`src/rtl/capacity_bounded_stack_of_stacks_defines.svh`:
```
// Assertion macros shared by the capacity-bounded stack of stacks RTL.
`ifndef CAPACITY_BOUNDED_STACK_OF_STACKS_DEFINES_SVH
`define CAPACITY_BOUNDED_STACK_OF_STACKS_DEFINES_SVH

// Same-cycle implication, disabled during reset.
`define CBSS_ASSERT_NOW(lbl, clk, rst_n, ante, cons) \
    lbl: assert property (@(posedge clk) disable iff (!(rst_n)) (ante) |-> (cons)) \
        else $error("cbss same-cycle check failed");

// Next-cycle implication, disabled during reset.
`define CBSS_ASSERT_NEXT(lbl, clk, rst_n, ante, cons) \
    lbl: assert property (@(posedge clk) disable iff (!(rst_n)) (ante) |=> (cons)) \
        else $error("cbss next-cycle check failed");

`endif

```
`src/rtl/cbss_pkg.sv`:
```
// Package with shared constants and types of the capacity-bounded stack of stacks.
package cbss_pkg;

    localparam int DEF_STORE_DEPTH = 256;
    localparam int DEF_VALUE_BITS  = 16;

    localparam int          FIELD_BITS      = 16;
    localparam int          COUNT_OUT_BITS  = 9;
    localparam int          OUT_TDATA_BITS  = 48;
    localparam logic [15:0] SUM_LIMIT_RESET = 16'd1000;

    typedef enum logic {
        CMD_PUSH = 1'b0,
        CMD_POP  = 1'b1
    } t_cmd;

endpackage

```
`src/rtl/cbss_ram.sv`:
```
// Simple dual-port RAM with one write port and one registered read port.
module cbss_ram #(
    parameter int DEPTH = cbss_pkg::DEF_STORE_DEPTH,
    parameter int WIDTH = cbss_pkg::DEF_VALUE_BITS
) (
    input  logic                     i_clk,
    input  logic                     i_we,
    input  logic [$clog2(DEPTH)-1:0] i_waddr,
    input  logic [WIDTH-1:0]         i_wdata,
    input  logic                     i_re,
    input  logic [$clog2(DEPTH)-1:0] i_raddr,
    output logic [WIDTH-1:0]         o_rdata
);

    logic [WIDTH-1:0] r_mem [DEPTH];
    logic [WIDTH-1:0] r_rdata;

    always_ff @(posedge i_clk) begin
        if (i_we) begin
            r_mem[i_waddr] <= i_wdata;
        end
        if (i_re) begin
            r_rdata <= r_mem[i_raddr];
        end
    end

    assign o_rdata = r_rdata;

endmodule

```
`config.mk`:
```
export PLATFORM = sky130hd
export DESIGN_NAME = cbss_ram
export DESIGN_NICKNAME = d
export VERILOG_FILES = /design/src/rtl/capacity_bounded_stack_of_stacks_defines.svh /design/src/rtl/cbss_pkg.sv /design/src/rtl/cbss_ram.sv
export SDC_FILE = /design/constraint.sdc
export NUM_CORES = 2
export LEC_CHECK = 0
export BUFFER_PORTS_ARGS = -buffer_cell sky130_fd_sc_hd__buf_2
export CORE_MARGIN = 5
export CORE_UTILIZATION = 30
export CTS_BUF_LIST = sky130_fd_sc_hd__clkbuf_2 sky130_fd_sc_hd__clkbuf_4 sky130_fd_sc_hd__clkbuf_8
export CTS_CLUSTER_SIZE = 28
export DETAILED_ROUTE_END_ITERATION = 10
export SETUP_SLACK_MARGIN = 0.02
export SLEW_MARGIN = 20
export SYNTH_ARGS = -nofsm -noshare
export SYNTH_HDL_FRONTEND = slang
export SYNTH_SLANG_ARGS = --single-unit
```
`constraint.sdc`:
```
create_clock -name i_clk -period 5.3 [get_ports i_clk]
set_input_delay 0.53 -clock i_clk [delete_from_list [all_inputs] [get_ports i_clk]]
set_output_delay 0.53 -clock i_clk [all_outputs]
set_load 0.1 [all_outputs]
```
**After elaboration in Yosys (flattened, before gate mapping)**

Memories as Yosys holds them, arrays and structs flattened. A register that Yosys moved wholly into a read port is not among the register bits.
Index checks and enable logic that the tools add are counted.

- Shift-type cells: 0
- Eq/ne operators: 0
- Multiply operators: 0
- Add/subtract/negate cells: 0
- Divide/modulo/power cells: 0
- $lt $le $gt $ge: 0
- Mux-type cells: 2
- Bitwise operators: 0
- Reductions and logical operators: 0

Operator list:

| kind | count |
|---|---|
| $mux W1 | 2 |

- RAM bits: 4,096
- Latch bits: 0
- Bits in registers: 0
- ROM bits: 0
- Logic and storage cells: 3
- Bits of input ports: 35
- Memories kept: 1

Memory list:

| name | depth | width | read ports | clocked after Yosys merged registers in | write ports | RTL line | source |
|---|---|---|---|---|---|---|---|
| r_mem | 256 | 16 | 1 | 1 | 1 | cbss_ram.sv:15 | `logic [WIDTH-1:0] r_mem [DEPTH];` |

**Logic depth before layout (Yosys ltp)**

- Depth after elaboration: 2
- Depth in mapped cells: 12

**Worst setup path before layout**

OpenSTA, ideal clock, no wires.

- Kind: input to register
- From: in i_raddr[0]
- To: reg r_rdata[4] (netlist: o_rdata[4]), read port of r_mem, data pin
- Data required time: 5.035 ns
- Arrival: 2.514 ns
- Setup time: 0.265 ns
- Slack: 2.521 ns
- Stages on the path: 8
- Cells stage by stage: buf_6 -> buf_6 -> buf_2 -> mux4_2 -> mux4_2 -> a22o_1 -> o32ai_2 -> nor4_2

RTL lines:

| item | RTL line | source |
|---|---|---|
| from (decl) | cbss_ram.sv:11 | `input logic [$clog2(DEPTH)-1:0] i_raddr,` |
| to (decl) | cbss_ram.sv:16 | `logic [WIDTH-1:0] r_rdata;` |

==> metrics.md <==
| Metric | Value |
|---|---|
| Largest net degree at the start of global routing | `181` |
| Final setup viols | `0` |
| Slew Limit Fails | `0` |
| DR iter-0 viols | `9781` |
| Yosys warning count | `0` |
| Hold WS | `between 0.1 and 0.15 ns` |
| Fill cells | `around 49000` |
| Post-synth EDFFs | `around 4100` |
| Via density | `between 5 and 6` |
| Global-route wire length before repair | `615000 um` |
| Post-DR wirelength/cell | `between 20 and 30 um` |
| Fin Setup TNS | `0 ns` |
| Initial core utilization | `0.301` |
| Slew @ Worst Pin | `about 1.3 ns` |
| Post-synth top area share | `0.777` |
| Hold/Removal Path Class | `in -> reg` |
| PwrDens | `approximately 360 mW/mm2` |
| Share of post-route cells with drive strength above 1 | `0.285` |
| DRT Pass-1 Iters | `6` |
| Crit. Startpoint | `i_raddr[0]` |
| # IOs | `51` |
| Final Skew | `between 0.08 and 0.09 ns` |
| Clk sinks | `just over 4000` |
| Synth Register Bits | `4112` |
| Antenna violations before repair | `25` |
| Final RePlAce weighted congestion | `0.872` |
| Max_slew headroom | `0.150` |
| Fin crit share | `0.620` |
| Main flop type after synthesis | `edfxtp_1` |
| Hold_buf cts | `19` |
| Post-CTS Repair Setup Buffers | `0` |
| Synth area leaders | `edfxtp_1 (78%), mux4_2 (11%), mux2i_1 (3.6%), o221ai_1 (1.4%), nor2_1 (0.72%)` |
| Worst skew pair latency | `roughly 1.2 ns` |
| PostCTS Resize Cnt | `0` |
| HP Start | `i_waddr[0]` |
| CP required | `slightly above 6 ns` |
| Rows | `267` |
| Post-route DRC | `0` |
| Status | `complete, no violations` |
| CP Data Arrival Time | `roughly 4.2 ns` |
| Die height | `738 um` |
| Synthesized area | `around 0.16 mm2` |
| Final global-route overflow total | `0` |
| Min Tclk post-route | `around 3.3 ns` |
| Clock-pin slew on the worst setup and hold paths | `~0.07 ns` |
| Final Hold Vio Count | `0` |
| Input/output buffers | `50` |
| Die span in x | `between 700 and 800 um` |
| Final Net Count | `8105` |
| Max cap viols | `0` |
| Final Power | `roughly 65000 uW` |
| Crit end category | `register` |
| CP cell instances | `buf_12, buf_4, buf_4, mux4_2, mux2_2, a22oi_1, nand2_1, o32ai_1, buf_4, nor4_1` |
| Post-Route WL | `436000 um` |
| Worst path max stage delay | `0.65 ns` |
| Slowest CP cell | `o32ai_1` |
| Die area | `approximately 0.54 mm2` |
| CTS tree | `built` |
| CP Launch Type | `primary input` |
| Sequential share of the synthesized area | `0.777` |
| Area leader, netlist | `edfxtp_1` |
| Final antenna-violating net count | `0` |
| Via count | `around 81000` |
| Unrepaired setup endpoints after global routing | `no` |
| Number of H-tree levels | `6` |
| Syn nets | `between 7000 and 8000` |
| Crit path top cell by count | `buf_4` |
| F_max | `a little over 300 MHz` |
| CTS Root Cell | `clkbuf_8` |
| Post-DP HPWL | `between 200000 and 300000 um` |
| Critical-path maximum fanout | `27` |
| Vias in the first global route | `around 80000` |
| Avg Cell Area, Syn | `approximately 22 um2` |
| Async S/R FF share, synth | `0` |
| All-Layer GR Usage | `0.155` |
| Clock buffer depth | `4` |
| Leakage | `roughly 0.057 uW` |
| Critical register-to-register path startpoint | `r_mem[52][7]` |
| Core Area | `~0.53 mm2` |
| CTS Buf Count | `636` |
| Layout Area Growth over Synthesis | `14.6%` |
| Crit Path Category | `in -> reg` |
| Peak supply drop | `approximately 0.25 mV` |
| Post-Synthesis Cells | `~7400` |
| Synth unique cells | `51` |
==> kinds of logic (layout without fill, tap and decap cells) <==
logic type	after synthesis	after routing	share of synthesized area
DFF	4112	4112	0.777
other	0	24	0
AOI/OAI and AO/OA	786	786	0.0353
buffers and inverters	456	1645	0.0169
and+or+nand+nor	556	556	0.0157
muxes	1450	1450	0.155
==> metal layers <==
layer	GRT usage	share of wire	vias to the layer above
li1	-	-	32819
met1	0.207	0.40	42974
met2	0.252	0.48	4015
met3	0.0314	0.085	703
met4	0.0569	0.038	10
met5	0	0.00015	-
==> metrics by stage <==
stage	area (um2)	setup WS [ns]	cells	utilization
2_1_floorplan	159000	2.52	7360	-
3_3_place_gp	170000	0.564	14402	0.321
3_5_place_dp	170000	0.694	14404	0.321
4_1_cts	182000	2.03	15540	0.344
5_1_grt	182000	1.96	15554	0.345
6_report	182000	2.02	15567	0.345
==> cell usage in the layout (no fill, tap or decap), drive strengths merged, types with 6 or more instances in the layout <==
master / count
o31ai: 16
nor4: 18
clkinv: 210
o221ai: 253
mux4: 797
clkbuf: 858
a211oi: 18
diode: 24
nand4: 26
inv: 40
o32ai: 21
a31oi: 6
a22o: 32
nand2: 38
nor3: 92
nand3: 35
o21ai: 38
clkinvlp: 7
nor2b: 9
nor2: 304
buf: 504
a22oi: 43
mux2i: 565
bufinv: 7
edfxtp: 4112
a21oi: 175
dlygate4sd3: 19
mux2: 88
a221oi: 28
a2111oi: 6
and3: 11
o22ai: 148
==> state kept, by name (all words and copies together) (netlist names) <==
name	cells
o_rdata	16
r_mem	4096
==> critical path, delay by kind of cell <==
kind / cells / cell delay [ns]
simple gates: 2 / 0.25
compound gates: 2 / 1.03
mux: 2 / 0.81
buf+inv: 4 / 1.45
==> final cells by class <==
cell class / instances / area [um2] / area share
sequential: 4112 / 123000 / 0.678
multi-input combinational: 2792 / 33000 / 0.181
clock buffer: 857 / 10500 / 0.0574
tap: 6994 / 8750 / 0.0481
timing repair buffer: 524 / 4610 / 0.0253
clock inverter: 260 / 1710 / 0.00938
antenna: 24 / 60.1 / 0.000330
inverter: 4 / 27.5 / 0.000151
==> synth_stat cells (all sizes together) (21+ instances only) <==
| cell type | instances |
|---|---|
| a21oi | 175 |
| a221oi | 28 |
| a22o | 32 |
| a22oi | 43 |
| buf | 222 |
| clkbuf | 230 |
| edfxtp | 4112 |
| mux2 | 88 |
| mux2i | 565 |
| mux4 | 797 |
| nand2 | 38 |
| nand3 | 35 |
| nand4 | 26 |
| nor2 | 304 |
| nor3 | 92 |
| o21ai | 38 |
| o221ai | 253 |
| o22ai | 148 |
| o32ai | 21 |
==> power by group <==
group | leakage, uW | switching [uW] | internal [uW] | total (uW)
logic | 0.0135 | 2360 | 1140 | 3500
clock network | 0.00644 | 12300 | 13300 | 25600
registers | 0.0370 | 60.7 | 35900 | 35900
==> final timing paths <==
kind                         to  slack, ns  depth (start not counted)
hold / removal    r_mem[23][11]       0.15                          3
hold reg to reg     o_rdata[13]       1.19                          6
setup reg to reg     o_rdata[7]       2.18                          6
setup / recovery     o_rdata[9]       2.02                         10
Note: power is estimated with default switching activity, not from simulation.
